--- src/design/ttol_pkg.sv ---
`timescale 1ns / 1ps
// ----------------------------------------------------------------------------
// ttol_pkg: shared types and constants of the latency matcher
// Record and result layouts, window depth, cell and divider control bundles.
// ----------------------------------------------------------------------------
package ttol_pkg;

	localparam int WINDOW_DEPTH = 5;
	localparam int SRCH_W       = $clog2(WINDOW_DEPTH + 1);

	localparam int DIV_STEPS = 32;
	localparam int DIV_CNT_W = $clog2(DIV_STEPS);

	localparam logic [1:0] KIND_OTHER     = 2'd0;
	localparam logic [1:0] KIND_NEW_ORDER = 2'd1;
	localparam logic [1:0] KIND_ORDER_MSG = 2'd2;

	typedef struct packed {
		logic [30:0]        rec_time;
		logic [1:0]         rec_kind;
		logic [31:0]        instrument_id;
		logic signed [31:0] rec_price;
		logic [7:0]         side_code;
	} rec_t;

	typedef struct packed {
		logic               matched;
		logic signed [31:0] latency;
		logic [31:0]        match_total;
		logic signed [31:0] lat_min;
		logic signed [31:0] lat_max;
		logic signed [31:0] lat_avg;
	} res_t;

	// search result travelling down the cell row
	typedef struct packed {
		logic        found;
		logic [30:0] tstamp;
	} carry_t;

	typedef struct packed {
		logic shift;
		logic advance;
	} cell_ctl_t;

	typedef struct packed {
		logic        start;
		logic [63:0] dividend;
		logic [31:0] divisor;
	} div_ctl_t;

	typedef struct packed {
		logic busy;
		logic done;
	} div_sts_t;

endpackage

--- src/design/ttol_if.sv ---
`timescale 1ns / 1ps
// ----------------------------------------------------------------------------
// ttol_if: valid/ready channels of the latency matcher
// One channel for incoming records, one for outgoing results.
// ----------------------------------------------------------------------------
interface ttol_rec_if import ttol_pkg::*; ();
	logic valid;
	logic ready;
	rec_t data;

	modport source (output valid, output data, input ready);
	modport sink   (input valid, input data, output ready);
endinterface

interface ttol_res_if import ttol_pkg::*; ();
	logic valid;
	logic ready;
	res_t data;

	modport source (output valid, output data, input ready);
	modport sink   (input valid, input data, output ready);
endinterface

--- src/design/ttol_cell.sv ---
`timescale 1ns / 1ps
// ----------------------------------------------------------------------------
// ttol_cell: one window slot
// Holds one past record, checks it against the probe and passes the search
// result and, on shift, its record to the next older slot.
// ----------------------------------------------------------------------------
module ttol_cell import ttol_pkg::*; (
	input  logic      clk,
	input  logic      arst_n,
	input  cell_ctl_t ctl,
	input  rec_t      probe,
	input  rec_t      ent_in,
	input  logic      vld_in,
	output rec_t      ent_out,
	output logic      vld_out,
	input  carry_t    carry_in,
	output carry_t    carry_out
);

	rec_t   entry_q;
	logic   vld_q;
	carry_t carry_q;
	logic   hit;

	assign hit = vld_q && (entry_q.rec_kind == KIND_ORDER_MSG) &&
		(entry_q.instrument_id == probe.instrument_id) &&
		($signed(entry_q.rec_price) <= $signed(probe.rec_price)) &&
		(entry_q.side_code != probe.side_code);

	always_ff @(posedge clk or negedge arst_n) begin
		if (!arst_n) begin
			vld_q <= 1'b0;
		end else if (ctl.shift) begin
			vld_q <= vld_in;
		end
	end

	always_ff @(posedge clk) begin
		if (ctl.shift) begin
			entry_q <= ent_in;
		end
		// newer slots win: keep what came from upstream if it already found one
		if (ctl.advance) begin
			carry_q.found  <= carry_in.found | hit;
			carry_q.tstamp <= carry_in.found ? carry_in.tstamp : entry_q.rec_time;
		end
	end

	assign ent_out   = entry_q;
	assign vld_out   = vld_q;
	assign carry_out = carry_q;

endmodule

--- src/design/ttol_div.sv ---
`timescale 1ns / 1ps
// ----------------------------------------------------------------------------
// ttol_div: serial unsigned divider, 64 by 32 bits, 32-bit quotient
// Restoring division, one quotient bit a cycle. The dividend's upper half
// must be below the divisor.
// ----------------------------------------------------------------------------
module ttol_div import ttol_pkg::*; (
	input  logic        clk,
	input  logic        arst_n,
	input  div_ctl_t    ctl,
	output div_sts_t    sts,
	output logic [31:0] quotient
);

	logic [31:0]          rem_q;
	logic [31:0]          quo_q;
	logic [31:0]          dsr_q;
	logic [DIV_CNT_W-1:0] cnt_q;
	logic                 busy_q;
	logic                 done_q;
	logic [32:0]          trial;
	logic [32:0]          diff;
	logic                 ge;

	assign trial = {rem_q, quo_q[31]};
	assign diff  = trial - {1'b0, dsr_q};
	assign ge    = trial >= {1'b0, dsr_q};

	always_ff @(posedge clk or negedge arst_n) begin
		if (!arst_n) begin
			busy_q <= 1'b0;
			done_q <= 1'b0;
			cnt_q  <= '0;
		end else begin
			done_q <= 1'b0;
			if (ctl.start) begin
				busy_q <= 1'b1;
				cnt_q  <= '0;
			end else if (busy_q) begin
				cnt_q <= cnt_q + 1'b1;
				if (cnt_q == DIV_CNT_W'(DIV_STEPS - 1)) begin
					busy_q <= 1'b0;
					done_q <= 1'b1;
				end
			end
		end
	end

	always_ff @(posedge clk) begin
		if (ctl.start) begin
			rem_q <= ctl.dividend[63:32];
			quo_q <= ctl.dividend[31:0];
			dsr_q <= ctl.divisor;
		end else if (busy_q) begin
			rem_q <= ge ? diff[31:0] : trial[31:0];
			quo_q <= {quo_q[30:0], ge};
		end
	end

	assign sts.busy = busy_q;
	assign sts.done = done_q;
	assign quotient = quo_q;

	a_no_restart: assert property (@(posedge clk) disable iff (!arst_n)
		!(ctl.start && busy_q))
		else $error("divider restarted while busy");

endmodule

--- src/design/tick_to_order_latency_matcher.sv ---
`timescale 1ns / 1ps
// ----------------------------------------------------------------------------
// tick_to_order_latency_matcher: new-order to order-message latency matcher
// Searches a window of recent records for the newest matching order message
// and keeps running latency statistics with a truncating average.
// ----------------------------------------------------------------------------
//
//   channel   role    handshake      transaction
//   -------   -----   ------------   ---------------------------------------
//   rec_in    sink    valid/ready    one parsed record (time, kind, token,
//                                    price, side)
//   res_out   source  valid/ready    one result per record (match, latency,
//                                    count, min, max, average)
//
// One record at a time: a new record is taken only in the idle state, once
// the result of the last one has gone into the output register. The search
// walks the cell row one slot a cycle; a new match below count saturation
// then recomputes the average through the prep state and the serial divider.
// arst_n clears the window valid bits and all statistics; no clearing pass.
// A stalled result sits in the output register while the next record is
// accepted and processed; it then waits in the finish state until taken.
// ----------------------------------------------------------------------------
module tick_to_order_latency_matcher import ttol_pkg::*; (
	input  logic              clk,
	input  logic              arst_n,
	ttol_rec_if.sink          rec_in,
	ttol_res_if.source        res_out
);

	typedef enum logic [5:0] {
		ST_IDLE   = 6'b000001,
		ST_SEARCH = 6'b000010,
		ST_UPDATE = 6'b000100,
		ST_PREP   = 6'b001000,
		ST_DIVIDE = 6'b010000,
		ST_FINISH = 6'b100000
	} state_t;

	state_t state_q;

	// record under search
	rec_t probe_q;

	// search step counter
	logic [SRCH_W-1:0] srch_q;

	// running statistics
	logic signed [31:0] run_min_q;
	logic signed [31:0] run_max_q;
	logic [63:0]        run_sum_q;
	logic [31:0]        run_count_q;
	logic signed [31:0] run_avg_q;

	// per-record results
	logic               matched_q;
	logic signed [31:0] latency_q;
	logic               neg_q;

	// output register
	res_t out_q;
	logic out_valid_q;

	// cell row
	rec_t      ent   [WINDOW_DEPTH];
	logic      vld   [WINDOW_DEPTH];
	carry_t    carry [WINDOW_DEPTH];
	cell_ctl_t cell_ctl;

	div_ctl_t    div_ctl;
	div_sts_t    div_sts;
	logic [31:0] quotient;

	logic               in_xact;
	logic               out_free;
	logic               hit;
	logic [31:0]        lat;
	logic [63:0]        sum_mag;
	logic [31:0]        avg_next;

	assign in_xact  = rec_in.valid && rec_in.ready;
	assign out_free = !out_valid_q || res_out.ready;

	assign rec_in.ready  = (state_q == ST_IDLE);
	assign res_out.valid = out_valid_q;
	assign res_out.data  = out_q;

	// Advance the search one slot a cycle; shift the window once the answer
	// has reached the oldest slot.
	assign cell_ctl.advance = (state_q == ST_SEARCH);
	assign cell_ctl.shift   = (state_q == ST_UPDATE);

	genvar gi;
	generate
		for (gi = 0; gi < WINDOW_DEPTH; gi++) begin : g_cell
			if (gi == 0) begin : g_head
				ttol_cell u_cell (
					.clk       (clk),
					.arst_n    (arst_n),
					.ctl       (cell_ctl),
					.probe     (probe_q),
					.ent_in    (probe_q),
					.vld_in    (1'b1),
					.ent_out   (ent[gi]),
					.vld_out   (vld[gi]),
					.carry_in  ('0),
					.carry_out (carry[gi])
				);
			end else begin : g_body
				ttol_cell u_cell (
					.clk       (clk),
					.arst_n    (arst_n),
					.ctl       (cell_ctl),
					.probe     (probe_q),
					.ent_in    (ent[gi-1]),
					.vld_in    (vld[gi-1]),
					.ent_out   (ent[gi]),
					.vld_out   (vld[gi]),
					.carry_in  (carry[gi-1]),
					.carry_out (carry[gi])
				);
			end
		end
	endgenerate

	// Only new orders may match; the oldest slot now holds the newest hit.
	assign hit = carry[WINDOW_DEPTH-1].found && (probe_q.rec_kind == KIND_NEW_ORDER);
	assign lat = {1'b0, probe_q.rec_time} - {1'b0, carry[WINDOW_DEPTH-1].tstamp};

	assign sum_mag  = run_sum_q[63] ? (64'd0 - run_sum_q) : run_sum_q;
	assign avg_next = neg_q ? (32'd0 - quotient) : quotient;

	assign div_ctl.start    = (state_q == ST_PREP);
	assign div_ctl.dividend = sum_mag;
	assign div_ctl.divisor  = run_count_q;

	ttol_div u_div (
		.clk      (clk),
		.arst_n   (arst_n),
		.ctl      (div_ctl),
		.sts      (div_sts),
		.quotient (quotient)
	);

	always_ff @(posedge clk or negedge arst_n) begin
		if (!arst_n) begin
			state_q     <= ST_IDLE;
			srch_q      <= '0;
			out_valid_q <= 1'b0;
			run_min_q   <= '0;
			run_max_q   <= '0;
			run_sum_q   <= '0;
			run_count_q <= '0;
			run_avg_q   <= '0;
		end else begin
			// load a finished result, or drop the pending one once taken
			if (state_q == ST_FINISH && out_free) begin
				out_valid_q <= 1'b1;
			end else if (res_out.valid && res_out.ready) begin
				out_valid_q <= 1'b0;
			end
			unique case (state_q)
				ST_IDLE: begin
					if (in_xact) begin
						srch_q  <= '0;
						state_q <= ST_SEARCH;
					end
				end
				ST_SEARCH: begin
					srch_q <= srch_q + 1'b1;
					if (srch_q == SRCH_W'(WINDOW_DEPTH - 1)) begin
						state_q <= ST_UPDATE;
					end
				end
				ST_UPDATE: begin
					if (hit) begin
						if (run_count_q == '0) begin
							run_min_q <= lat;
							run_max_q <= lat;
						end else begin
							if ($signed(lat) < run_min_q) run_min_q <= lat;
							if ($signed(lat) > run_max_q) run_max_q <= lat;
						end
						// freeze count and sum at saturation; average stays as is
						if (run_count_q != '1) begin
							run_sum_q   <= run_sum_q + {{32{lat[31]}}, lat};
							run_count_q <= run_count_q + 1'b1;
							state_q     <= ST_PREP;
						end else begin
							state_q <= ST_FINISH;
						end
					end else begin
						state_q <= ST_FINISH;
					end
				end
				ST_PREP: begin
					state_q <= ST_DIVIDE;
				end
				ST_DIVIDE: begin
					if (div_sts.done) begin
						run_avg_q <= avg_next;
						state_q   <= ST_FINISH;
					end
				end
				ST_FINISH: begin
					// hold until the output register is free
					if (out_free) begin
						state_q <= ST_IDLE;
					end
				end
				default: begin
					state_q <= ST_IDLE;
				end
			endcase
		end
	end

	always_ff @(posedge clk) begin
		if (in_xact) begin
			probe_q <= rec_in.data;
		end
		if (state_q == ST_UPDATE) begin
			matched_q <= hit;
			latency_q <= hit ? lat : '0;
		end
		if (state_q == ST_PREP) begin
			neg_q <= run_sum_q[63];
		end
		if (state_q == ST_FINISH && out_free) begin
			out_q.matched     <= matched_q;
			out_q.latency     <= latency_q;
			out_q.match_total <= run_count_q;
			out_q.lat_min     <= run_min_q;
			out_q.lat_max     <= run_max_q;
			out_q.lat_avg     <= run_avg_q;
		end
	end

	a_accept_starts_search: assert property (@(posedge clk) disable iff (!arst_n)
		in_xact |=> (state_q == ST_SEARCH))
		else $error("accepted record did not start a search");

	a_count_monotonic: assert property (@(posedge clk) disable iff (!arst_n)
		1'b1 |=> (run_count_q >= $past(run_count_q)))
		else $error("match count went backwards");

	a_min_le_max: assert property (@(posedge clk) disable iff (!arst_n)
		(run_count_q != '0) |-> (run_min_q <= run_max_q))
		else $error("running minimum above running maximum");

	a_div_nonzero: assert property (@(posedge clk) disable iff (!arst_n)
		div_ctl.start |-> (run_count_q != '0))
		else $error("divider started with a zero divisor");

	a_no_overwrite: assert property (@(posedge clk) disable iff (!arst_n)
		(out_valid_q && !res_out.ready) |=> (out_valid_q && $stable(out_q)))
		else $error("pending result overwritten");

endmodule
--- src/flat_wrapper.sv ---
// flat-port wrapper written by rule: the top's interface ports become plain ports
module tick_to_order_latency_matcher_flat import ttol_pkg::*;
  (clk, arst_n, rec_in_valid, rec_in_data, rec_in_ready, res_out_valid, res_out_data, res_out_ready);
  ttol_rec_if rec_in_i ();
  ttol_res_if res_out_i ();
  input  logic clk;
  input  logic arst_n;
  input wire logic [$bits(rec_in_i.valid)-1:0] rec_in_valid;
  input wire logic [$bits(rec_in_i.data)-1:0] rec_in_data;
  output wire logic [$bits(rec_in_i.ready)-1:0] rec_in_ready;
  output wire logic [$bits(res_out_i.valid)-1:0] res_out_valid;
  output wire logic [$bits(res_out_i.data)-1:0] res_out_data;
  input wire logic [$bits(res_out_i.ready)-1:0] res_out_ready;
  assign rec_in_i.valid = rec_in_valid;
  assign rec_in_i.data = rec_in_data;
  assign rec_in_ready = rec_in_i.ready;
  assign res_out_valid = res_out_i.valid;
  assign res_out_data = res_out_i.data;
  assign res_out_i.ready = res_out_ready;
  tick_to_order_latency_matcher u_core (.clk(clk), .arst_n(arst_n), .rec_in(rec_in_i), .res_out(res_out_i));
endmodule
--- config.mk ---
export PLATFORM = sky130hd
export DESIGN_NAME = tick_to_order_latency_matcher_flat
export DESIGN_NICKNAME = d
export VERILOG_FILES = /design/src/design/ttol_pkg.sv /design/src/design/ttol_if.sv /design/src/design/ttol_cell.sv /design/src/design/ttol_div.sv /design/src/design/tick_to_order_latency_matcher.sv /design/src/flat_wrapper.sv
export SDC_FILE = /design/constraint.sdc
export NUM_CORES = 2
export LEC_CHECK = 0
export ABC_AREA = 1
export BUFFER_PORTS_ARGS = -buffer_cell sky130_fd_sc_hd__clkbuf_2
export CORE_UTILIZATION = 35
export DETAILED_ROUTE_END_ITERATION = 12
export GPL_TIMING_DRIVEN = 0
export PLACE_DENSITY_LB_ADDON = 0.25
export SLEW_MARGIN = 20
export SYNTH_ARGS = -nofsm -noshare
export SYNTH_HDL_FRONTEND = slang
export SYNTH_SLANG_ARGS = --single-unit
--- constraint.sdc ---
create_clock -name clk -period 32.6 [get_ports clk]
set_input_delay 9.78 -clock clk [delete_from_list [all_inputs] [get_ports clk]]
set_output_delay 9.78 -clock clk [all_outputs]
set_load 0.01 [all_outputs]
After elaboration in Yosys (flattened, before gate mapping)
Index checks and enable logic that the tools add are counted.

Flip-flop bits (word level): 1295. Input bits: 109. Output and inout port bits: 163.

$add $sub $neg: 8. $lt $le $gt $ge: 8. Equality and inequality tests: 29. Multiplexer cells: 34. Bitwise operators: 4. Reduce and logical (&&, ||, !) cells: 38.

Operators with widths (count): $mux W32 (10); $eq A32 B32 Y1 (5); $le A32 B32 Y1 (5); $mux W31 (4); $add A64 B64 Y64 (1); $mux W64 (1); $sub A1 B64 Y64 const A (1); $ne A8 B8 Y1 (5); $mux W6 (6); $pmux W6 S6 (1); $ge A33 B32 Y1 (1); $add A32 B1 Y32 const B (1); $gt A32 B32 Y1 (1); $logic_not A32 Y1 (1); $lt A32 B32 Y1 (1); $ne A32 B32 Y1 const B (1); $sub A1 B32 Y32 const A (1); $sub A31 B31 Y32 (1); $sub A32 B32 Y32 (1); $logic_and A1 B1 Y1 (24); $eq A2 B2 Y1 const B (5); $mux W5 (2); $reduce_bool A2 Y1 (5); $reduce_and A3 Y1 (3); 21 further kinds (34).

Logic depth before layout (Yosys ltp)
Depth in word-level cells: 6. Depth in mapped cells: 30. Gate-level depth less buffers: 30.

By module
Synthesis repeated with hierarchy kept, for this count alone.

Cell total of the unflattened synthesis: 6662. Area total of the unflattened synthesis: 65531.6 um^2.

Modules (own cells, without submodules): ttol_cell (times used 5, cells each 463, area each 5943.2 um^2, sequential area each 4139.0 um^2); tick_to_order_latency_matcher (times used 1, cells each 3357, area each 28685.0 um^2, sequential area each 14064.7 um^2); ttol_div (times used 1, cells each 990, area each 7130.6 um^2, sequential area each 3057.9 um^2).

Worst setup path after synthesis
OpenSTA, ideal clock, no wires.

Kind: register to register. From: reg u_core.state_q[0]. To: reg u_core.run_count_q[18]. Library setup time: 0.124 ns. Data arrival time: 19.686 ns. Required time: 32.476 ns. Path slack: 12.790 ns. Cell stages (with the launch flop): 8. Path buffers: 0. Clock period less this slack: 19.810 ns. Cell sequence: dfstp_2 nor2_1 inv_1 nor4_4 nand3_4 nor2_1 nand4_1 xor2_1.

Word-level cells in the longest chain between the ends: 2.

RTL lines: start: declaration (line tick_to_order_latency_matcher.sv:39) `state_t state_q;`; start signal: assignment (line tick_to_order_latency_matcher.sv:146) `state_q <= ST_IDLE;`; start signal: assignment (line tick_to_order_latency_matcher.sv:165) `state_q <= ST_SEARCH;`; start signal: assignment (line tick_to_order_latency_matcher.sv:171) `state_q <= ST_UPDATE;`; $eq A6 B3 Y1 (line tick_to_order_latency_matcher.sv:161) `unique case (state_q)`; $reduce_and A3 Y1 (no line); end signal: assignment (line tick_to_order_latency_matcher.sv:186) `run_count_q <= run_count_q + 1'b1;`; end: declaration (line tick_to_order_latency_matcher.sv:51) `logic [31:0] run_count_q;`.

No other way between the ends. A chain may end at the register's enable or synchronous reset.

Final worst setup path
From: reg u_core.state_q[3]. To: out rec_in_ready.

Word-level cells in the longest chain between the ends: 1.

RTL lines: $eq A6 B1 Y1 (line tick_to_order_latency_matcher.sv:83) `assign rec_in.ready = (state_q == ST_IDLE);`; end: declaration (line flat_wrapper.sv:10) `output wire logic [$bits(rec_in_i.ready)-1:0] rec_in_ready;`.

No other way between the ends.

==> results.md <==
- Power density over the cells: 91.3 nW/um2
- Max Transition Viols Final: 0
- Synthesized cell area: approximately 64000 um2
- WL/cell: around 20 um
- Synth top area cells: edfxtp_1, nand2_1, dfrtp_1, ha_1, inv_1
- DR vias: approximately 47000
- Antenna cells: 0
- Slew at the pin with the worst max-slew slack: ~1.1 ns
- Number of global-route vias before repair: 45000
- Core Box Area: roughly 180000 um2
- Die height: about 430 um
- Placed insts: 9108
- Die ar.: about 180000 um2
- Hold buffer count at cts: 0
- Reg2reg start: u_core.probe_q[91]
- Metal-1 WL: 85.3 mm
- Worst hold start: u_core.latency_q[17]
- R2R depth: 18
- Synth Area per Inst: 10.0 um2
- Yosys reg bits: 1295
- CP max FO: 6
- Worst Path Arrival: approximately 2.2 ns
- Worst hold-check path type: reg -> reg
- Hold path endpoint: u_core.res_out.data[145]
- PortBufs: approximately 270
- Max_cap viols: 0
- Clock root buffer: clkbuf_16
- Die Wd: ~430 um
- # rows: around 160
- Non-filler instance count after layout: around 9400
- CTS tree: built
- Reg2Reg Setup Slack: between 20 and 30 ns
- Top Metal Used: met4
- Hold path depth: 0
- Synthesis-to-layout area growth: 16.5%
- Worst Setup End Kind: output port
- CTS Sinks: ~1300
- DR pass1 iterations: 6
- Cts bufs inserted: between 100 and 150
- GR Util All Layers: 19.9%
- Fraction of layout cells with a size suffix above 1: under 10%
- CP max stage delay: roughly 0.42 ns
- WL met3: around 9.2 mm
- Leakage: roughly 31 nW
- First-pass GRT wire length: around 280 mm
- VDD IR max: ~0.000059 V
- Wire length on met2: 86.3 mm
- Clock Skews: roughly 0.037 ns
- GPL Wtd Cong: 0.945
- Unrepaired setup endpoints after global routing: no
- HPWL Detailed: ~150 mm
- Largest net degree at the start of global routing: 86
- Setup Viol. Count Final: 0
- Post-Synthesis Cells: between 6000 and 7000
- Post-route ant nets: 0
- Avg Vias per Cell: just under 5
- Drt drc: 0
- Post-layout net count: 7355
- Starting DRT DRC Count: 3697
- CP Data Required Time: ~23 ns
- Slowest stage cell, crit path: dfrtp_1
- Sequential share of the synthesized area: ~59%
- CP Cell Sequence: nor2_1 -> nand4_1 -> inv_1 -> clkbuf_2
- Critical path type: reg -> out
- Overflow after GRT: 0
- Setup bufs post-CTS: 0
- Area leader, netlist: edfxtp_1
- Deepest clock path buffer count: 3
- Worst reg2reg endpoint: u_core.run_max_q[23]
- Final Hold Viols: 0
- Clock latency on the worst-skew pair: slightly above 0.8 ns
- Worst setup SP type: register
- Initial antenna violation count: 1
- Status: finished clean
- H-tree levels: 4
- Max Clk Rate: about 83 MHz
- Reg clk slew, reported paths: ~0.060 ns
- Rel. slew slack: between 20% and 30%
- Finished Core Util: 41.1%
- Final WL: around 190 mm
- Fin crit period: approximately 12 ns
- Ports: 272
- Ys Warns: 0
- Post-cts resize count: 0
- Post-synth cell types: 50
- Synth top area share: around half
- Initial Util: between 30% and 40%
- Post-route clock period utilization: a little under two fifths
- Synth Net Count: about 6800
==> Yosys cell counts, drive strengths merged <==
cell and n:
xor2 144, dfrtp 213, nor4b 3, edfxtp 1081, a22o 9, clkbuf 85
clkinv 2, nand3b 27, and3 3, o22ai 24, a211oi 5, o21bai 16
dfstp 1, nand3 381, buf 37, o31ai 5, nand4 105, o21a 10
a31oi 11, o21ai 321, inv 688, or2 16, and2 6, fa 3
nor3 78, a221oi 10, xnor2 113, a21boi 5, nor4 48, nand2 1707
o21ba 1, ha 357, a21o 15, o211ai 13, nor2 516, nor3b 4
a21oi 306
==> stage by stage <==
step / area, um2 / power (W) / setup slack [ns] / TNS [ns] / hold WS, ns
2_1_floorplan: 63900 / 0.00422 / 12.79 / 0 / 0.400
3_3_place_gp: 68200 / 0.00513 / -0.456 / -29.80 / 0.404
3_5_place_dp: 69300 / 0.00505 / 21.08 / 0 / 0.405
4_1_cts: 74400 / 0.00682 / 20.47 / 0 / 0.415
5_1_grt: 74400 / 0.00724 / 20.46 / 0 / 0.419
6_report: 74400 / 0.00679 / 20.59 / 0 / 0.410
==> critical path, delay by kind of cell, from the launching register on <==
family / cells / cell delay (ns)
buffers and inverters: 2 / 0.58
flip-flops: 1 / 0.42
AND/OR/NAND/NOR: 2 / 0.42
==> state kept, by name (all words and copies together) (netlist names), 64 cells and up <==
| register | count |
|---|---|
| u_core.g_cell.g_body.u_cell.ent_out | 420 |
| u_core.res_out.data | 161 |
| u_core.g_cell.g_body.u_cell.carry_out | 128 |
| u_core.g_cell.g_head.u_cell.ent_out | 105 |
| u_core.probe_q | 105 |
| u_core.run_sum_q | 64 |
==> area by class of cell <==
class | count | area [um2]
tap | 2370 | 2970
sequential | 1295 | 37800
clock buffer | 176 | 3870
fill | 17600 | 107000
clock inverter | 92 | 1250
timing repair buffer | 369 | 2390
multi-input combinational | 4262 | 23000
buffer | 122 | 566
inverter | 690 | 2590
==> logic make-up after synthesis <==
group | count (synthesis) | share of synthesized area (%)
adder cells (fa/ha/maj) | 360 | 7.09
AO/OA/AOI/OAI | 751 | 6.35
buffers and inverters | 812 | 4.94
AND/OR/NAND/NOR | 2894 | 18.9
flip-flops | 1295 | 59.2
XOR/XNOR | 257 | 3.52
==> report_power, final <==
group	total, W	leakage [nW]	internal (W)	switching (W)
Combinational	0.00264	15.5	0.000829	0.00181
Clock	0.00175	2.46	0.00103	0.000721
Sequential	0.00240	12.8	0.00217	0.000231
==> worst max-delay path by stage <==
stage,startpoint,to,slack [ns],cells past startpoint
3_5_place_dp,res_out_ready,u_core.res_out.data[36],21.08,7
3_3_place_gp,u_core.state_q[0],u_core.run_max_q[27],-0.46,9
6_report,u_core.state_q[3],rec_in_ready,20.59,4
2_1_floorplan,u_core.state_q[0],u_core.run_count_q[18],12.79,7
4_1_cts,u_core.state_q[3],rec_in_ready,20.47,4
5_1_grt,u_core.state_q[2],rec_in_ready,20.46,4
==> layout by cell type, fill, tap and decap left out, types with 11 or more instances in the layout <==
| master | Yosys | layout |
|---|---|---|
| nand2_1 | 1704 | 1703 |
| edfxtp_1 | 1081 | 1081 |
| inv_1 | 682 | 681 |
| nor2_1 | 511 | 507 |
| nand3_1 | 380 | 380 |
| ha_1 | 357 | 357 |
| o21ai_0 | 312 | 312 |
| a21oi_1 | 306 | 306 |
| clkbuf_2 | 0 | 270 |
| dfrtp_1 | 213 | 213 |
| clkbuf_16 | 0 | 149 |
| xor2_1 | 144 | 144 |
| xnor2_1 | 113 | 113 |
| clkbuf_1 | 85 | 108 |
| nand4_1 | 105 | 105 |
| nor3_1 | 77 | 77 |
| nor4_1 | 47 | 45 |
| buf_4 | 17 | 45 |
| buf_2 | 11 | 35 |
| buf_6 | 4 | 31 |
| clkinv_1 | 2 | 29 |
| nand3b_1 | 27 | 27 |
| o22ai_1 | 24 | 24 |
| bufinv_16 | 0 | 21 |
| clkinv_2 | 0 | 19 |
| o21bai_1 | 16 | 16 |
| a21o_1 | 15 | 15 |
| or2_2 | 15 | 15 |
| o211ai_1 | 13 | 13 |
| a31oi_1 | 11 | 11 |
| buf_12 | 0 | 11 |
==> layer usage <==
metal | vias to the layer above | track usage [%]
met3 | 237 | 2.70
li1 | 22800 | -
met2 | 1186 | 32.4
met1 | 22400 | 27.7
met5 | - | 0
met4 | 0 | 5.35
No activity file was read; power rests on OpenSTA's default activity.
